===== config.mk =====
export PLATFORM = sky130hd
export DESIGN_NAME = qtsd_ctrl
export DESIGN_NICKNAME = d
export VERILOG_FILES = /design/src/sv/qtsd_pkg.sv /design/src/sv/qtsd_ctrl.sv
export SDC_FILE = /design/constraint.sdc
export NUM_CORES = 1
export LEC_CHECK = 0
export ABC_AREA = 1
export BUFFER_PORTS_ARGS = -buffer_cell sky130_fd_sc_hd__clkbuf_2
export CAP_MARGIN = 30
export CELL_PAD_IN_SITES_DETAIL_PLACEMENT = 0
export CELL_PAD_IN_SITES_GLOBAL_PLACEMENT = 2
export CORE_ASPECT_RATIO = 1.1
export CORE_UTILIZATION = 21
export CTS_BUF_LIST = sky130_fd_sc_hd__clkbuf_16
export CTS_CLUSTER_DIAMETER = 40
export DETAILED_ROUTE_END_ITERATION = 12
export GPL_ROUTABILITY_DRIVEN = 1
export HOLD_SLACK_MARGIN = 0.15
export PLACE_DENSITY = 0.78
export SLEW_MARGIN = 20
export SYNTH_ARGS = -nofsm -noshare
export SYNTH_HDL_FRONTEND = slang
export SYNTH_SLANG_ARGS = --single-unit

===== constraint.sdc =====
create_clock -name aclk -period 3.1 [get_ports aclk]
set_input_delay 0.155 -clock aclk [delete_from_list [all_inputs] [get_ports aclk]]
set_output_delay 0.155 -clock aclk [all_outputs]
set_load 0.02 [all_outputs]

===== src/sv/qtsd_pkg.sv =====
// qtsd_pkg: shared types and constants of the quantization table set decoder
// no dependencies; imported by the controller, the datapath and the checker
`default_nettype none

package qtsd_pkg;

    // field and register widths
    localparam int ENTRY_W   = 24;
    localparam int SCALE_W   = 17;
    localparam int PROD_W    = 25;
    localparam int RUN_W     = 32;
    localparam int POS_W     = 8;
    localparam int TSEL_W    = 3;
    localparam int ESEL_W    = 8;
    localparam int REQ_W     = 2;
    localparam int ERR_W     = 2;
    localparam int CTX_W     = 16;

    // table geometry: lower half stored, upper half mirrored on read
    localparam int HALF_ENTRIES = 128;
    localparam int HALF_BITS    = 7;

    // scale saturates one above the largest legal value
    localparam logic [SCALE_W-1:0] SCALE_SAT = 17'h10000;

    // request codes
    localparam logic [REQ_W-1:0] REQ_RUN   = 2'd0;
    localparam logic [REQ_W-1:0] REQ_READ  = 2'd1;
    localparam logic [REQ_W-1:0] REQ_START = 2'd2;

    // error codes
    localparam logic [ERR_W-1:0] ERR_NONE      = 2'd0;
    localparam logic [ERR_W-1:0] ERR_FIRST_RUN = 2'd1;
    localparam logic [ERR_W-1:0] ERR_CONTEXT   = 2'd2;

    // controller to datapath
    typedef struct packed {
        logic capture;       // latch the accepted input word
        logic clear_set;     // start a new table set
        logic set_err_first; // first run overflows the table
        logic run_setup;     // form the fill value and the write count
        logic fill_write;    // write one entry
        logic run_end;       // close the run, form the next scale
        logic scale_update;  // close the table
        logic rd_latch;      // take the memory read data
        logic load_out;      // load the result register
    } cmd_t;

    // datapath to controller
    typedef struct packed {
        logic [REQ_W-1:0] req;
        logic             run_blocked;    // error pending or set already complete
        logic             first_too_long;
        logic             last_write;
        logic             table_full;
    } status_t;

endpackage

`default_nettype wire


===== src/sv/qtsd_ctrl.sv =====
// qtsd_ctrl: sequencing state machine of the table set decoder
// depends on qtsd_pkg (cmd_t, status_t, request codes)
`default_nettype none

module qtsd_ctrl (
    input  wire logic             aclk,
    input  wire logic             aresetn,
    input  wire logic             s_valid,
    output logic                  s_ready,
    output logic                  m_valid,
    input  wire logic             m_ready,
    input  wire qtsd_pkg::status_t status,
    output qtsd_pkg::cmd_t        cmd
);

    import qtsd_pkg::*;

    localparam logic [2:0] S_IDLE     = 3'd0;
    localparam logic [2:0] S_DISPATCH = 3'd1;
    localparam logic [2:0] S_FILL     = 3'd2;
    localparam logic [2:0] S_RUN_END  = 3'd3;
    localparam logic [2:0] S_SCALE    = 3'd4;
    localparam logic [2:0] S_RD_DATA  = 3'd5;
    localparam logic [2:0] S_FINISH   = 3'd6;

    logic [2:0] state_reg, state_next;
    logic       valid_reg, valid_next;
    logic       out_free;

    assign s_ready  = (state_reg == S_IDLE);
    assign m_valid  = valid_reg;
    assign out_free = !valid_reg || m_ready;

    // next state and commands
    always_comb begin
        state_next = state_reg;
        cmd        = '0;
        unique case (state_reg)
            S_IDLE: begin
                if (s_valid) begin
                    cmd.capture = 1'b1;
                    state_next  = S_DISPATCH;
                end
            end
            S_DISPATCH: begin
                unique case (status.req)
                    REQ_RUN: begin
                        priority if (status.run_blocked) begin
                            state_next = S_FINISH;
                        end else if (status.first_too_long) begin
                            cmd.set_err_first = 1'b1;
                            state_next        = S_FINISH;
                        end else begin
                            cmd.run_setup = 1'b1;
                            state_next    = S_FILL;
                        end
                    end
                    REQ_READ: begin
                        state_next = S_RD_DATA;
                    end
                    REQ_START: begin
                        cmd.clear_set = 1'b1;
                        state_next    = S_FINISH;
                    end
                    default: begin
                        state_next = S_FINISH;
                    end
                endcase
            end
            S_FILL: begin
                cmd.fill_write = 1'b1;
                if (status.last_write) begin
                    state_next = S_RUN_END;
                end
            end
            S_RUN_END: begin
                cmd.run_end = 1'b1;
                state_next  = status.table_full ? S_SCALE : S_FINISH;
            end
            S_SCALE: begin
                cmd.scale_update = 1'b1;
                state_next       = S_FINISH;
            end
            S_RD_DATA: begin
                cmd.rd_latch = 1'b1;
                state_next   = S_FINISH;
            end
            S_FINISH: begin
                if (out_free) begin
                    cmd.load_out = 1'b1;
                    state_next   = S_IDLE;
                end
            end
            default: begin
                state_next = S_IDLE;
            end
        endcase
    end

    // result valid: set on load, cleared when taken
    always_comb begin
        valid_next = valid_reg;
        if (cmd.load_out) begin
            valid_next = 1'b1;
        end else if (m_ready) begin
            valid_next = 1'b0;
        end
    end

    always_ff @(posedge aclk) begin
        if (!aresetn) begin
            state_reg <= S_IDLE;
            valid_reg <= 1'b0;
        end else begin
            state_reg <= state_next;
            valid_reg <= valid_next;
        end
    end

endmodule

`default_nettype wire


Word-level counts from Yosys, hierarchy flattened
Cells that the tools add are included.
{ "op_classes": {"n_eq_ne": 11, "muxes": 24, "n_reduce_logical": 7} }
{ "op_table": {"columns": ["operator", "n"], "rows": [
  ["3-bit two-way mux", 6],
  ["3-bit one-hot mux with 6 select lines", 1],
  ["1-bit two-way mux", 13],
  ["3-bit equality test, second input constant", 3],
  ["3-bit by 2-bit equality test with 1-bit output, second input constant", 2],
  ["2-bit two-way mux", 3],
  ["2-bit inequality test, second input constant", 3],
  ["3-bit one-hot mux with 2 select lines", 1],
  ["3-bit by 1-bit equality test with 1-bit output, second input constant", 1],
  ["3-bit zero test", 1],
  ["3-bit AND reduction", 1],
  ["2-bit by 1-bit equality test with 1-bit output, second input constant", 1],
  ["2-bit equality test, second input constant", 1],
  ["2-bit zero test", 1],
  ["2-bit nonzero test", 1],
  ["2-bit OR reduction", 1],
  ["1-bit zero test", 1],
  ["1-bit logical OR", 1]
]} }
{ "word_totals": {"register_bits": 4, "input_bits": 10} }

Depth between registers and ports, before layout
{ "depth": {"depth_word": 5, "ltp_mapped": 8, "depth_no_buf": 8} }

Worst setup path after synthesis
Ideal clock, no wire load.
{ "synth_path": {"kind": "reg-to-output", "start": "register state_reg[0]", "end": "output cmd[8] (netlist name)", "t_arrival_ns": 1.074, "required_time_ns": 2.945, "slack_ns": 1.871, "stages_incl_launch_ff": 5, "path_cell_list": "dfxtp_1 buf_6 nor2_2 inv_2 nor3_1"} }
{ "synth_rtl": {"columns": ["item", "line", "rtl"], "rows": [
  ["start: declaration", "qtsd_ctrl.sv:26", "logic [2:0] state_reg, state_next;"],
  ["start signal: assignment", "qtsd_ctrl.sv:115", "state_reg <= state_next;"],
  ["end: declaration", "qtsd_ctrl.sv:13", "output qtsd_pkg::cmd_t cmd"]
]} }

==> impl_summary.log <==
INFO  metric postSynthAreaPerCell = 6.24 um2
INFO  metric seq_area_frac_synth = 0.207
INFO  metric setup.reg_to_reg.worst_slack = 1940 ps
INFO  metric path_max_fanout = 9
INFO  metric max_freq = around 680 MHz
INFO  metric worst_setup_hold_path_clk_slew = approximately 30 ps
INFO  metric endpoint_kind = output pin
INFO  metric preCtsSetupSlack = approximately 1900 ps
INFO  metric cts_root_buffer = sky130_fd_sc_hd__clkbuf_16
INFO  metric globalRouteTotalUtil = 0.104
INFO  metric clkLatencyLatePin = 220 ps
INFO  metric remaining_drc_errors = 0
INFO  metric result_of_the_run = finished clean
INFO  metric buffer_ports.inserted = 20
INFO  metric crit_arrival = 1310 ps
INFO  metric ys_seq_elements = 4
INFO  metric hold_class = primary input to flop
INFO  metric grt_antenna_before_repair = 0
INFO  metric hpwl = between 700 and 800 um
INFO  metric fin_skew = 0.925 ps
INFO  metric post_cts.repair.setup_buffers = 0
INFO  metric syn_to_final_growth = 48.5%
INFO  metric num_rows = 15
INFO  metric finalCritPeriodShare = 0.471
INFO  metric hold_viol_final = 0
INFO  metric worstHoldStart = m_ready
INFO  metric slew_violations = 0
INFO  metric gp_congestion = about 0.74
INFO  metric drtAntennaViolNets = 0
INFO  metric syn_area = about 390 um2
INFO  metric worstPathBufferInverterCount = 1
INFO  metric postLayoutCellArea = 574 um2
INFO  metric max_slew_margin = 0.739
INFO  metric dr.first_iter.drc_count = 5
INFO  metric power.density_cell_area = 1050 nW/um2
INFO  metric via_count = roughly 450
INFO  metric synth_nets = just over 70
INFO  metric initial_core_utilization = 0.234
INFO  metric clock_path_buffers = 2
INFO  metric highest_count_cells_in_the_layout_ignoring_fill_and_taps = 20 x sky130_fd_sc_hd__clkbuf_2, 11 x sky130_fd_sc_hd__nor2_1, 10 x sky130_fd_sc_hd__nand2_1, 7 x sky130_fd_sc_hd__inv_1
INFO  metric setup_cp_type = flop to output pin
INFO  metric min_to = m_valid$_SDFFE_PN0P_
INFO  metric design.portCount = 21
INFO  metric peakVddDrop = between 0.4 and 0.5 mV
INFO  metric synth_cell_type_count = 19
INFO  metric final.hold.worst_slack = 262 ps
INFO  metric synthesis.yosys.warnings = 0
INFO  metric cap_violations = 0
INFO  metric cts-resized-gates = 0
INFO  metric grt_first_pass_wirelength = 1530 um
INFO  metric timing.setup.tns = 0 ps
INFO  metric postPlaceCellArea = approximately 490 um2
INFO  metric total_leakage_power = just over 0.3 nW
INFO  metric fill_cells = around 200
INFO  metric finalPower = about 0.6 mW
INFO  metric grt_max_degree = 10
INFO  metric rr_startpoint = state_reg[0]$_SDFFE_PN0P_
INFO  metric syn-instance-count = 62
INFO  metric cts-buffers-inserted = 3
INFO  metric rsz0062_at_grt = false
INFO  metric worst_path_max_delay_cell = sky130_fd_sc_hd__dfxtp_1
INFO  metric total_placed_cells_including_tap_cells = 97
INFO  metric final_cell_count_no_fill = 101
INFO  metric utilization = 0.348
INFO  metric min_delay_path_depth = 4
INFO  metric final_common_cell = sky130_fd_sc_hd__clkbuf_2
INFO  metric worst_setup_path_startpoint = state_reg[0]$_SDFFE_PN0P_
INFO  metric die-height = 47 um
INFO  metric die_x = ~43 um
INFO  metric post_route_cells_drive_above_1_share = 0.476
INFO  metric worstPathRequired = 2940 ps
INFO  metric timing.critical_path.cells = nand3_1 -> nor3_1 -> clkbuf_2
INFO  metric cts_tree = built
INFO  metric core_area = about 1700 um2
INFO  metric num_antenna_cells = 0
INFO  metric cts_hold_repair.buffers = 1
INFO  metric flip_flop_count_of_the_largest_register_all_copies_and_words_added = 3
INFO  metric die-area = ~2000 um2
INFO  metric cts-htree-levels = 1
INFO  metric setup_slack = ~1600 ps
INFO  metric globalRoute.totalOverflow = 0
INFO  metric worst_path_dominant_cell_family = flip-flops
INFO  metric critical_path.reg2reg.endpoint = state_reg[2]$_SDFFE_PN0P_
INFO  metric clock-sinks = 4
INFO  metric sequential_cell_area = 80.1 um2
INFO  metric drtPass1Iterations = 2
INFO  metric grt_pass1_vias = about 380
INFO  metric vias_per_cell = ~4.4
INFO  metric area_of_combinational_cells_with_multiple_inputs = roughly 250 um2
INFO  metric worstRegToRegCells = 7
INFO  metric detail_route.wirelength = approximately 900 um
INFO  metric final_layout_net_count = 96
INFO  metric worst_pin_slew = 390 ps
INFO  metric final_report_setup_violation_count = 0
INFO  metric fin_crit = between 1000 and 1500 ps
INFO  metric start_kind = flop
INFO  metric critical_path.max_stage_delay = between 500 and 600 ps
INFO  metric wl_per_cell = between 8 and 9 um
[layer usage]
metal	up-vias	part of all wire	track usage
met5	-	0	0
met4	0	0.017	0.0375
met3	2	0.056	0.0346
met2	15	0.47	0.176
met1	195	0.45	0.124
li1	235	-	-
[cell families after synthesis]
kind of cell    after synthesis  share of synthesized area
simple gates                 41                      0.576
buf+inv                      13                      0.155
flops                         4                      0.207
compound gates                4                     0.0615
[power by group]
group          internal (mW)  switching, mW
sequential            0.0715         0.0421
clock                  0.165         0.0362
combinational          0.103          0.185
total                  0.339          0.263
[worst max-delay path by stage]
stage | cells past startpoint | end | slack (ps)
finish | 3 | cmd[7] | 1640
global route | 3 | cmd[7] | 1580
CTS | 3 | cmd[7] | 1640
detailed placement | 3 | cmd[7] | 1880
global placement | 3 | cmd[7] | 1930
floorplan | 4 | cmd[8] | 1870
[synth_stat cells (all sizes together)]
master,count,area share
nand3,4,0.065
nand4,1,0.016
nand2,14,0.16
inv,11,0.11
nor3,3,0.039
nor2,17,0.24
nand3b,1,0.019
o21ai,1,0.013
nor3b,1,0.032
buf,2,0.049
dfxtp,4,0.21
a21oi,3,0.049
[layout make-up]
class                           instances  share of cell area
Multi-Input combinational cell         45               0.429
Timing Repair Buffer                   21               0.192
Inverter                               11              0.0719
Sequential cell                         4               0.139
Clock buffer                            3               0.131
Tap cell                               17              0.0370
[worst reg2reg max path, cell delays in order, from the launching register on]
cell                      delay (ps)
sky130_fd_sc_hd__dfxtp_1         540
sky130_fd_sc_hd__nor2_2          110
sky130_fd_sc_hd__inv_2            90
sky130_fd_sc_hd__a21oi_1          60
sky130_fd_sc_hd__nor2_1           80
sky130_fd_sc_hd__nand3_1          80
sky130_fd_sc_hd__nand2_1          60
sky130_fd_sc_hd__inv_1            30
No activity file was read; power rests on OpenSTA's default activity.
